<file path="config.mk">
export PLATFORM = sky130hd
export DESIGN_NAME = descending_sorter_flat
export DESIGN_NICKNAME = d
export VERILOG_FILES = /design/src/rtl/ds_pkg.sv /design/src/rtl/ds_in_if.sv /design/src/rtl/ds_out_if.sv /design/src/rtl/ds_cell.sv /design/src/rtl/descending_sorter.sv /design/src/flat_wrapper.sv
export SDC_FILE = /design/constraint.sdc
export NUM_CORES = 1
export LEC_CHECK = 0
export BUFFER_PORTS_ARGS = -buffer_cell sky130_fd_sc_hd__buf_2
export CORE_MARGIN = 5
export CORE_UTILIZATION = 64
export CTS_CLUSTER_DIAMETER = 200
export CTS_CLUSTER_SIZE = 30
export DETAILED_ROUTE_END_ITERATION = 12
export HOLD_SLACK_MARGIN = 0.12
export PLACE_DENSITY = 0.81
export SYNTH_ARGS = -nofsm -noshare
export SYNTH_HDL_FRONTEND = slang
export SYNTH_SLANG_ARGS = --single-unit
</file>
<file path="constraint.sdc">
create_clock -name clk_i -period 2.6 [get_ports clk_i]
set_input_delay 0.13 -clock clk_i [delete_from_list [all_inputs] [get_ports clk_i]]
set_output_delay 0.13 -clock clk_i [all_outputs]
set_load 0.01 [all_outputs]
</file>
<file path="src/rtl/ds_pkg.sv">
// ds_pkg: shared constants and types for the descending sorter.
// No dependencies; compiled first.
package ds_pkg;

  localparam int unsigned CAPACITY = 16;  // cells in the chain, 2..64
  localparam int unsigned VAL_W    = 8;
  localparam int unsigned CNT_W    = $clog2(CAPACITY + 1);

  typedef logic [VAL_W-1:0] val_t;
  typedef logic [CNT_W-1:0] cnt_t;

  // per-cycle command broadcast to every cell
  typedef struct packed {
    logic insert;  // place the arriving value into the chain
    logic shift;   // move every value one cell toward the output
  } cell_ctl_t;

endpackage

</file>
<file path="src/rtl/ds_in_if.sv">
// ds_in_if: input channel (value, is_final) with valid/ready.
// Depends on ds_pkg.
interface ds_in_if;
  import ds_pkg::*;

  logic valid;
  logic ready;
  val_t value;
  logic is_final;

  modport source (output valid, output value, output is_final, input ready);
  modport sink   (input valid, input value, input is_final, output ready);
endinterface

</file>
<file path="src/rtl/ds_out_if.sv">
// ds_out_if: result channel (sorted_value, is_last, overflow) with valid/ready.
// Depends on ds_pkg.
interface ds_out_if;
  import ds_pkg::*;

  logic valid;
  logic ready;
  val_t sorted_value;
  logic is_last;
  logic overflow;

  modport source (output valid, output sorted_value, output is_last, output overflow,
                  input ready);
  modport sink   (input valid, input sorted_value, input is_last, input overflow,
                  output ready);
endinterface

</file>
<file path="src/rtl/ds_cell.sv">
// ds_cell: one slot of the insertion chain; holds one value and trades with
// its neighbors. Depends on ds_pkg.
module ds_cell (
  input  logic              clk_i,
  input  ds_pkg::cell_ctl_t ctl_i,
  input  ds_pkg::val_t      new_value_i,
  input  logic              occupied_i,
  input  logic              left_greater_i,
  input  ds_pkg::val_t      left_value_i,
  input  ds_pkg::val_t      right_value_i,
  output logic              greater_o,
  output ds_pkg::val_t      value_o
);
  import ds_pkg::*;

  val_t value_q, value_d;

  // new value belongs at or before this cell
  assign greater_o = !occupied_i || (value_q < new_value_i);

  always_comb begin
    value_d = value_q;
    priority if (ctl_i.shift) begin
      value_d = right_value_i;
    end else if (ctl_i.insert && greater_o) begin
      value_d = left_greater_i ? left_value_i : new_value_i;
    end
  end

  always_ff @(posedge clk_i) begin
    value_q <= value_d;
  end

  assign value_o = value_q;

endmodule

</file>
<file path="src/rtl/descending_sorter.sv">
// descending_sorter: top level; fill/emit control around a chain of ds_cell.
// Depends on ds_pkg, ds_in_if, ds_out_if, ds_cell.
//
// Usage:
//   in_i  takes one value per transfer; is_final marks the last of a set.
//   Each value is placed in sorted position in the cell chain in the cycle it
//   is taken, so the input sustains one transfer per cycle while filling.
//   Values arriving with CAPACITY already held are dropped and the set's
//   overflow flag is raised on all of its results.
//   The cycle after the final transfer, out_o shows the largest value; the
//   chain shifts one cell per output transfer. is_last marks the final
//   result. in_i.ready stays low while a set drains, which the emitting
//   flag (emitting_q) sets.
//   A stalled receiver simply holds the chain: the current result stays on
//   out_o until taken. Reset (rst_ni low) empties the chain and clears the
//   overflow flag; cell contents are left as they are and never read.
module descending_sorter (
  input  logic            clk_i,
  input  logic            rst_ni,
  ds_in_if.sink           in_i,
  ds_out_if.source        out_o
);
  import ds_pkg::*;

  logic      emitting_q, emitting_d;
  cnt_t      count_q, count_d;
  logic      dropped_q, dropped_d;
  logic      in_xfer, out_xfer, full;
  cell_ctl_t ctl;

  val_t      cell_value [CAPACITY];
  logic      cell_greater [CAPACITY];

  assign in_i.ready = !emitting_q;
  assign in_xfer    = in_i.valid && in_i.ready;
  assign out_xfer   = out_o.valid && out_o.ready;
  assign full       = (count_q == cnt_t'(CAPACITY));

  assign ctl.insert = in_xfer && !full;
  assign ctl.shift  = out_xfer;

  always_comb begin
    emitting_d = emitting_q;
    count_d    = count_q;
    dropped_d  = dropped_q;
    if (in_xfer) begin
      if (full) begin
        dropped_d = 1'b1;
      end else begin
        count_d = count_q + cnt_t'(1);
      end
      if (in_i.is_final) begin
        emitting_d = 1'b1;
      end
    end
    if (out_xfer) begin
      count_d = count_q - cnt_t'(1);
      if (out_o.is_last) begin
        emitting_d = 1'b0;
        dropped_d  = 1'b0;
      end
    end
  end

  always_ff @(posedge clk_i or negedge rst_ni) begin
    if (!rst_ni) begin
      emitting_q <= 1'b0;
      count_q    <= '0;
      dropped_q  <= 1'b0;
    end else begin
      emitting_q <= emitting_d;
      count_q    <= count_d;
      dropped_q  <= dropped_d;
    end
  end

  for (genvar i = 0; i < CAPACITY; i++) begin : g_cell
    logic occupied;
    logic left_greater;
    val_t left_value;
    val_t right_value;

    assign occupied = (count_q > cnt_t'(i));

    if (i == 0) begin : g_head
      assign left_greater = 1'b0;
      assign left_value   = '0;
    end else begin : g_body
      assign left_greater = cell_greater[i-1];
      assign left_value   = cell_value[i-1];
    end

    if (i == CAPACITY - 1) begin : g_tail
      assign right_value = '0;
    end else begin : g_inner
      assign right_value = cell_value[i+1];
    end

    ds_cell u_cell (
      .clk_i          (clk_i),
      .ctl_i          (ctl),
      .new_value_i    (in_i.value),
      .occupied_i     (occupied),
      .left_greater_i (left_greater),
      .left_value_i   (left_value),
      .right_value_i  (right_value),
      .greater_o      (cell_greater[i]),
      .value_o        (cell_value[i])
    );
  end

  assign out_o.valid        = emitting_q;
  assign out_o.sorted_value = cell_value[0];
  assign out_o.is_last      = (count_q == cnt_t'(1));
  assign out_o.overflow     = dropped_q;

endmodule

</file>
<file path="src/flat_wrapper.sv">
// flat-port wrapper written by rule: the top's interface ports become plain ports
module descending_sorter_flat import ds_pkg::*;
  (clk_i, rst_ni, in_i_valid, in_i_value, in_i_is_final, in_i_ready, out_o_valid, out_o_sorted_value, out_o_is_last, out_o_overflow, out_o_ready);
  ds_in_if in_i_i ();
  ds_out_if out_o_i ();
  input  logic clk_i;
  input  logic rst_ni;
  input wire logic [$bits(in_i_i.valid)-1:0] in_i_valid;
  input wire logic [$bits(in_i_i.value)-1:0] in_i_value;
  input wire logic [$bits(in_i_i.is_final)-1:0] in_i_is_final;
  output wire logic [$bits(in_i_i.ready)-1:0] in_i_ready;
  output wire logic [$bits(out_o_i.valid)-1:0] out_o_valid;
  output wire logic [$bits(out_o_i.sorted_value)-1:0] out_o_sorted_value;
  output wire logic [$bits(out_o_i.is_last)-1:0] out_o_is_last;
  output wire logic [$bits(out_o_i.overflow)-1:0] out_o_overflow;
  input wire logic [$bits(out_o_i.ready)-1:0] out_o_ready;
  assign in_i_i.valid = in_i_valid;
  assign in_i_i.value = in_i_value;
  assign in_i_i.is_final = in_i_is_final;
  assign in_i_ready = in_i_i.ready;
  assign out_o_valid = out_o_i.valid;
  assign out_o_sorted_value = out_o_i.sorted_value;
  assign out_o_is_last = out_o_i.is_last;
  assign out_o_overflow = out_o_i.overflow;
  assign out_o_i.ready = out_o_ready;
  descending_sorter u_core (.clk_i(clk_i), .rst_ni(rst_ni), .in_i(in_i_i), .out_o(out_o_i));
endmodule
</file>
Yosys cells after proc, flatten, opt, wreduce, memory -nomap -nowiden:

Cells that the tools add are included.

* add/subtract/negate cells: 2
* magnitude comparators: 32
* equality and inequality tests: 3
* muxes and demuxes: 56
* reduce and logical (&&, ||, !) cells: 70

Operator list (number)
* 8-bit two-way mux: 45
* 8-bit < comparator: 16
* 5-bit by 4-bit greater-than comparator with 1-bit output (second input constant): 8
* 2-bit nonzero test: 16
* 5-bit by 3-bit greater-than comparator with 1-bit output (second input constant): 4
* 1-bit logical AND: 19
* 1-bit zero test: 18
* 1-bit logical OR: 16
* 5-bit two-way mux: 3
* 5-bit by 1-bit greater-than comparator with 1-bit output (second input constant): 2
* 5-bit by 2-bit greater-than comparator with 1-bit output (second input constant): 2
* 1-bit two-way mux: 8
* 5-bit by 1-bit adder with 5-bit output (second input constant): 1
* 5-bit by 1-bit equality test with 1-bit output (second input constant): 1
* 5-bit equality test (second input constant): 1
* 5-bit by 1-bit subtractor with 5-bit output (second input constant): 1
* 2-bit by 1-bit != test with 1-bit output (second input constant): 1
* 2-bit AND reduction: 1

* flip-flop bits (word level): 135
* output and inout port bits: 12

Longest topological paths before layout:

Gate-level depths: netlist of the first run.

* word-level depth: 6
* mapped depth: 11
* mapped depth without buffers: 8

Modules after synthesis:

From an unflattened synthesis of the first run, not the netlist that was laid out.

* cells, all modules: 1073
* area total of the unflattened synthesis: 10423.7 sq um

Modules (own cells, without submodules)
* ds_cell: times used 16, cells an instance 62, area an instance 610.6 sq um
* descending_sorter: times used 1, cells an instance 81, area an instance 654.4 sq um

Worst setup path before layout of the first run:

No wires, ideal clock.

* kind: input to register
* start point: input in_i_value[2]
* end point: register u_core.g_cell[2].u_cell.value_q[0], enable pin
* setup time: 0.384 ns
* arrival time: 2.004 ns
* path slack: 0.212 ns
* cell stages on the path: 7
* buffers on the path: 0
* path through: inv_1 > ha_1 > o21a_1 > nor2_1 > a211oi_2 > a2bb2oi_4 > o21ai_0

* word-level cells in the longest chain between the ends: 4

Ends and longest elaborated chain
* from (decl): line flat_wrapper.sv:9 `input wire logic [$bits(in_i_i.value)-1:0] in_i_value;`
* 8-bit < comparator: line ds_cell.sv:19 `assign greater_o = !occupied_i || (value_q < new_value_i);`
* 1-bit logical OR: line ds_cell.sv:19
* 1-bit logical AND: line ds_cell.sv:25 `end else if (ctl_i.insert && greater_o) begin`
* 2-bit nonzero test (no line)
* to (signal assigned): line ds_cell.sv:31 `value_q <= value_d;`
* to (decl): line ds_cell.sv:16 `val_t value_q, value_d;`

No other way between the ends.
A chain may end at the register's enable or synchronous reset.

Worst setup path in the final report of the first run:

* start point: register u_core.count_q[0]
* end point: register u_core.g_cell[9].u_cell.value_q[1], enable pin

* word-level cells in the longest chain between the ends: 5
* elaborated cells on any way between the ends: 8

Ends and longest elaborated chain
* from (decl): line descending_sorter.sv:26 `cnt_t count_q, count_d;`
* from (signal assigned): line descending_sorter.sv:72 `count_q <= count_d;`
* 5-bit by 4-bit greater-than comparator with 1-bit output / 5-bit equality test (equally long branches): line descending_sorter.sv:83, descending_sorter.sv:37
* 1-bit zero test (on tied branches): line ds_cell.sv:19, descending_sorter.sv:39
* 1-bit logical OR / 1-bit logical AND (equally long branches): line ds_cell.sv:19, descending_sorter.sv:39
* 1-bit logical AND (*): line ds_cell.sv:25
* 2-bit nonzero test (no line) (*)
* to (signal assigned): line ds_cell.sv:31
* to (decl): line ds_cell.sv:16

Every way passes the cells marked *; elsewhere a longest branch is shown, timed or not.

==> results of run 1 <==
-- sequential cells by signal (all words and copies together), names as in the netlist --
name and flops:
u_core.out_o.valid 1, u_core.g_cell.u_cell.value_o 128, u_core.out_o.overflow 1, u_core.count_q 5
-- cells by family (layout without fill, tap and decap cells) --
family / Yosys count / in the layout / synth area share
compound gates: 321 / 321 / 0.202
xor+xnor: 3 / 3 / 0.00267
fa+ha+maj: 117 / 117 / 0.149
buf+inv: 83 / 147 / 0.0421
flops: 135 / 135 / 0.400
mux: 72 / 72 / 0.0732
simple gates: 282 / 282 / 0.131
-- worst paths after layout --
kind | depth (start not counted) | end | slack (ns) | start
min in group asynchronous | 3 | u_core.out_o.valid | 0.66 | rst_ni
max reg2reg | 7 | u_core.g_cell[9].u_cell.value_o[1] | 0.09 | u_core.count_q[0]
max in group asynchronous | 3 | u_core.count_q[3] | 1.67 | rst_ni
min reg2reg | 2 | u_core.g_cell[15].u_cell.value_o[4] | 0.55 | u_core.g_cell[15].u_cell.value_o[4]
min | 4 | u_core.g_cell[15].u_cell.value_o[5] | 0.23 | in_i_value[5]
max | 7 | u_core.g_cell[9].u_cell.value_o[1] | 0.09 | u_core.count_q[0]
-- power groups by stage --
stage	Combinational, mW	Clock (mW)	Sequential (mW)
3_5_place_dp	5.63	0	4.52
3_3_place_gp	5.40	0	4.51
4_1_cts	5.73	2.46	4.49
5_1_grt	6.42	2.56	4.61
2_1_floorplan	4.32	0	4.14
6_report	5.83	2.46	4.55
-- Yosys cell counts (12+ instances only) --
library cell,n,area share
ha_1,117,0.15
nor3_1,13,0.0066
nor2_1,70,0.027
a21oi_1,68,0.035
o21a_1,12,0.0092
o211ai_1,12,0.0092
edfxtp_1,120,0.37
nand2b_1,12,0.0076
buf_2,17,0.0086
nand2_1,104,0.040
a31oi_1,32,0.020
o21ai_1,76,0.039
nand4_1,14,0.0089
a21o_1,20,0.015
or3_1,24,0.015
o21ai_0,44,0.022
clkbuf_1,33,0.013
inv_1,17,0.0065
mux2i_1,72,0.073
nand3_1,27,0.014
-- routing by layer --
metal	part of all wire	wire length, µm
met3	0.11	3010
met2	0.45	12500
met5	0	0
met1	0.40	11300
met4	0.040	1120
-- through the flow --
stage / instances / total power [mW] / util / setup slack, ns
after floorplan: 1013 / 8.46 / - / 0.212
after global placement: 1229 / 9.90 / 0.691 / 0.140
after detailed placement: 1229 / 10.1 / 0.691 / 0.0384
after CTS: 1265 / 12.7 / 0.732 / 0.193
after global routing: 1265 / 13.6 / 0.732 / 0.0180
final: 1265 / 12.8 / 0.732 / 0.0914
-- critical path: stages (launching register included) --
cell     delay [ns]
dfrtp_1        0.52
ha_1           0.28
o21ba_2        0.29
o21ai_0        0.11
a22oi_1        0.42
nand2_4        0.21
nand2_1        0.10
nand2_1        0.24
-- cell type report --
cell class                      instances  area, µm²  share of cell area
Timing Repair Buffer                   96        758              0.0684
Multi-Input combinational cell        795       5500               0.496
Sequential cell                       135       3940               0.355
Clock inverter                         15        161              0.0146
Clock buffer                           17        425              0.0384
Inverter                               19       73.8             0.00666
Tap cell                              188        235              0.0212
==> results.cfg, run 1 <==
[timing]
setup_viol = 0
rsz0062_at_grt = false
hold_slack_ns = 0.230
fmax_mhz = 399
max_slew_margin = 0.530
final_hold_viol_count = 0
clock_skew_ns = 0.00762
drv_slew = 0
worst_slew_pin_slew_ns = 0.700
final.setup.tns_ns = 0
finalCriticalPeriod_ns = 2.51
period_share = 0.965

[power_and_ir_drop]
power_frac_clock = 0.191
switching_power_mw = 5.22
sequentialPowerShare = 0.354
p_sw_frac = 0.406
comb_power_share = 0.454
power.density_nw_per_um2 = 1160
p_leak_nw = 4.74
p_int_mw = 7.62
max-vdd-ir-drop_uv = 628

[cts]
ctsHoldBuffers = 4
cts-buffers-inserted = 17
htreeDepth = 4
cts.repair.resized = 0
tritoncts = done
clk_latency_ns = 0.43
clkTransAtPathRegs_ns = 0.06
cts-root-buf = clkbuf_16
cts_setup_buffers = 0
ctsLongestPathBuffers = 2
cts_num_sinks = 135

[global_routing]
grt_use_met1 = 0.432
antenna_found_initial = 0
use_met2 = 0.480
grtUsageTotal = 0.315
globalRoute.busiestLayer = met2
grt_max_degree = 68
grt_pass1_vias = 8321
grt_first_pass_wirelength_um = 44400
grt_remaining_overflow = 0
met3_usage = 0.0780

[cells_and_area]
drive_gt1_frac = 0.131
fin_area_um2 = 11100
n_fill_cell = 1020
layout.nets = 1194
final_cell_mix = edfxtp_1 (120), ha_1 (117), nand2_1 (103)
final_common_cell = edfxtp_1
antenna_cells = 0
area_delta_synth_final_pct = 12.7

[place]
dpl-instance-area_um2 = 10500
gp_congestion = 0.933
io_buffers = 24
post-dp-hpwl_um = 19500

[routing]
viasPerCell = 6.88
detail-route-antenna-nets = 0
wl_per_cell_um = 22.1
dr.pass1.iters = 7
initialDrtViolationCount = 921
drt_wl_total_um = 27900
dr_total_vias = 8708
drc = 0

[die]
placementRows = 45
die_h_um = 134
dieArea_um2 = 18000
fp.coreArea_um2 = 15100
fp.dieW_um = 134
floorplan.initialDensity = 0.650
io_pins = 25

[synthesis]
ys_warn_count = 0
synth_edf_count = 120
ys_seq_area_frac = 0.400
ys_ff_latch = 135
syn-mean-instance-area_um2 = 9.72
ys.flop_type = edfxtp_1
async_reset_ff_frac = 0.0519
syn_inst = 1013
synth_area_um2 = 9840
synth_cell_types = 59
synthesis.nets = 1143

[worst_setup_path]
cp_max_fo = 10
arrival_ns = 2.61
critPathKind = flip-flop to flip-flop
end_kind = flip-flop
setup.worst_path.start_class = flip-flop
crit_required_ns = 2.70

[outcome]
run_status = finished, final reports clean

[flow_run]
cap_violations = 0

[min_path]
hp-class = input port to flip-flop
(Power assumes the default switching activity.)
==> run 2, diff against run 1 <==
--- a/config.mk
+++ b/config.mk
@@ -9,7 +9,7 @@
 export CORE_MARGIN = 5
 export CORE_UTILIZATION = 64
 export CTS_CLUSTER_DIAMETER = 200
-export CTS_CLUSTER_SIZE = 30
+export CTS_CLUSTER_SIZE = 24
 export DETAILED_ROUTE_END_ITERATION = 12
 export HOLD_SLACK_MARGIN = 0.12
 export PLACE_DENSITY = 0.81
==> constraint.sdc (replaced) <==
create_clock -name clk_i -period 2.48 [get_ports clk_i]
set_input_delay 0.124 -clock clk_i [delete_from_list [all_inputs] [get_ports clk_i]]
set_output_delay 0.124 -clock clk_i [all_outputs]
set_load 0.01 [all_outputs]
==> run 2 against run 1 <==
  * Sequential cell count stayed put
  * Global-route usage is 0.16 points higher
  * Non-clock buffer count is 7 higher
  * Sequential share of layout area is 0.32 points lower
  * Critical path type unchanged
  * Combinational power is 7.0% higher
  * Die area stayed put
  * Utilization is 0.66 points higher
  * Setup slack better by 0.058 ns
  * Clock skew is 0.0028 ns higher
  * Register-to-register slack better by 0.06 ns
  * First-iteration DRC count is 4.1% lower
==> results.cfg, run 2 (synthesis results as in run 1) <==
[cts]
clk_latency_ns = 0.43
ctsLongestPathBuffers = 2
cts_setup_buffers = 0
clkTransAtPathRegs_ns = 0.06
cts_num_sinks = 135
cts-root-buf = clkbuf_16
tritoncts = done
cts-buffers-inserted = 17
htreeDepth = 4

[timing]
final_hold_viol_count = 0
fmax_mhz = 429
drv_slew = 0
final.setup.tns_ns = 0
clock_skew_ns = 0.0104
finalCriticalPeriod_ns = 2.33
worst_slew_pin_slew_ns = 0.717
rsz0062_at_grt = false
max_slew_margin = 0.522
setup_viol = 0
period_share = 0.940

[worst_setup_path]
cp-endpoint = u_core.g_cell[9].u_cell.value_o[7]
critPathKind = flip-flop to flip-flop
worstReg2RegEnd = u_core.g_cell[9].u_cell.value_o[7]
end_kind = flip-flop
critPathLaunch = u_core.g_cell[8].u_cell.value_o[6]
timing.rr.start = u_core.g_cell[8].u_cell.value_o[6]
crit_required_ns = 2.63
setup.worst_path.start_class = flip-flop
reg2reg_depth = 9
arrival_ns = 2.48
cp_max_fo = 8
reg2reg_setup_slack_ns = 0.15

[die]
floorplan.initialDensity = 0.650
fp.coreArea_um2 = 15100
fp.dieW_um = 134
dieArea_um2 = 18000
die_h_um = 134
placementRows = 45
io_pins = 25

[power_and_ir_drop]
power.density_nw_per_um2 = 1220
power_frac_clock = 0.195
max-vdd-ir-drop_uv = 658
p_leak_nw = 4.80
sequentialPowerShare = 0.349
p_sw_frac = 0.401
comb_power_share = 0.456
p_total_mw = 13.7
switching_power_mw = 5.49
p_int_mw = 8.20

[routing]
detail-route-antenna-nets = 0
viasPerCell = 6.86
drt_wl_total_um = 28300
dr.pass1.iters = 6
initialDrtViolationCount = 883
wl_per_cell_um = 22.3
dr_total_vias = 8732
drc = 0

[place]
post-dp-hpwl_um = 19900
dpl-instance-area_um2 = 10500
io_buffers = 24
gp_congestion = 0.946

[cells_and_area]
final_common_cell = edfxtp_1
layout.nets = 1201
final_core_util = 0.739
area_delta_synth_final_pct = 13.7
drive_gt1_frac = 0.140
antenna_cells = 0
largest_reg_flops = 128
final_cell_mix = edfxtp_1 (120), ha_1 (117), nand2_1 (100)
fin_area_um2 = 11200

[outcome]
run_status = finished, final reports clean

[global_routing]
antenna_found_initial = 0
grtUsageTotal = 0.317
grt_first_pass_wirelength_um = 44600
grt_pass1_vias = 8426
grt_remaining_overflow = 0
grt_max_degree = 61

[min_path]
hp-class = input port to flip-flop
whs_path_depth = 3

[flow_run]
cap_violations = 0
-- run 2: power by group through the flow --
stage	clock, mW	sequential [mW]	combinational, mW
detailed placement	0	4.73	5.98
floorplan	0	4.34	4.53
global placement	0	4.71	5.78
CTS	2.68	4.71	6.10
global route	2.77	4.84	6.87
finish	2.67	4.77	6.24
-- run 2: layout make-up --
type	count	area, µm²
Tap cell	188	235
Multi-Input combinational cell	795	5530
Inverter	19	73.8
Clock buffer	23	458
Sequential cell	135	3940
Timing Repair Buffer	103	811
Clock inverter	9	150
Fill cell	1022	3950
-- run 2: through the flow --
step	hold slack (ns)	worst slack, ns	instances
finish	0.197	0.149	1272
global route	0.238	0.00322	1272
CTS	0.187	0.0263	1272
detailed placement	-0.0250	0.0213	1236
global placement	-0.0281	0.0603	1236
floorplan	-0.172	0.0980	1013
-- run 2: critical path, cell delays in order, from the launching register on --
cell and delay, ns:
edfxtp_1 0.42, ha_1 0.31, a21o_1 0.18, a21oi_1 0.19, inv_1 0.06, o31ai_1 0.24
buf_4 0.22, buf_4 0.16, mux2i_1 0.20, o21ai_1 0.08
-- run 2: how the worst min path moves through the flow --
stage / startpoint / to / slack [ns]
6_report: in_i_value[0] / u_core.g_cell[15].u_cell.value_o[0] / 0.20
5_1_grt: in_i_value[6] / u_core.g_cell[15].u_cell.value_o[6] / 0.24
4_1_cts: in_i_value[0] / u_core.g_cell[15].u_cell.value_o[0] / 0.19
3_5_place_dp: rst_ni / u_core.out_o.valid / -0.02
3_3_place_gp: rst_ni / u_core.out_o.valid / -0.03
2_1_floorplan: rst_ni / u_core.count_q[0] / -0.17
-- run 2: repair_timing --
item,CTS,global route
setup endpoints to repair,8,99
pin swaps,0,1
hold buffers,4,0
resized for setup,1,7
hold endpoints to repair,8,0
-- run 2: metal layers --
metal  wire length (µm)  vias to the layer above  GRT usage  part of all wire
met2              12600                      548      0.485              0.44
met4               1220                        0      0.153             0.043
met1              11400                     4112      0.430              0.40
met5                  0                        -          0                 0
met3               3130                      104     0.0698              0.11
li1                   -                     3968          -                 -
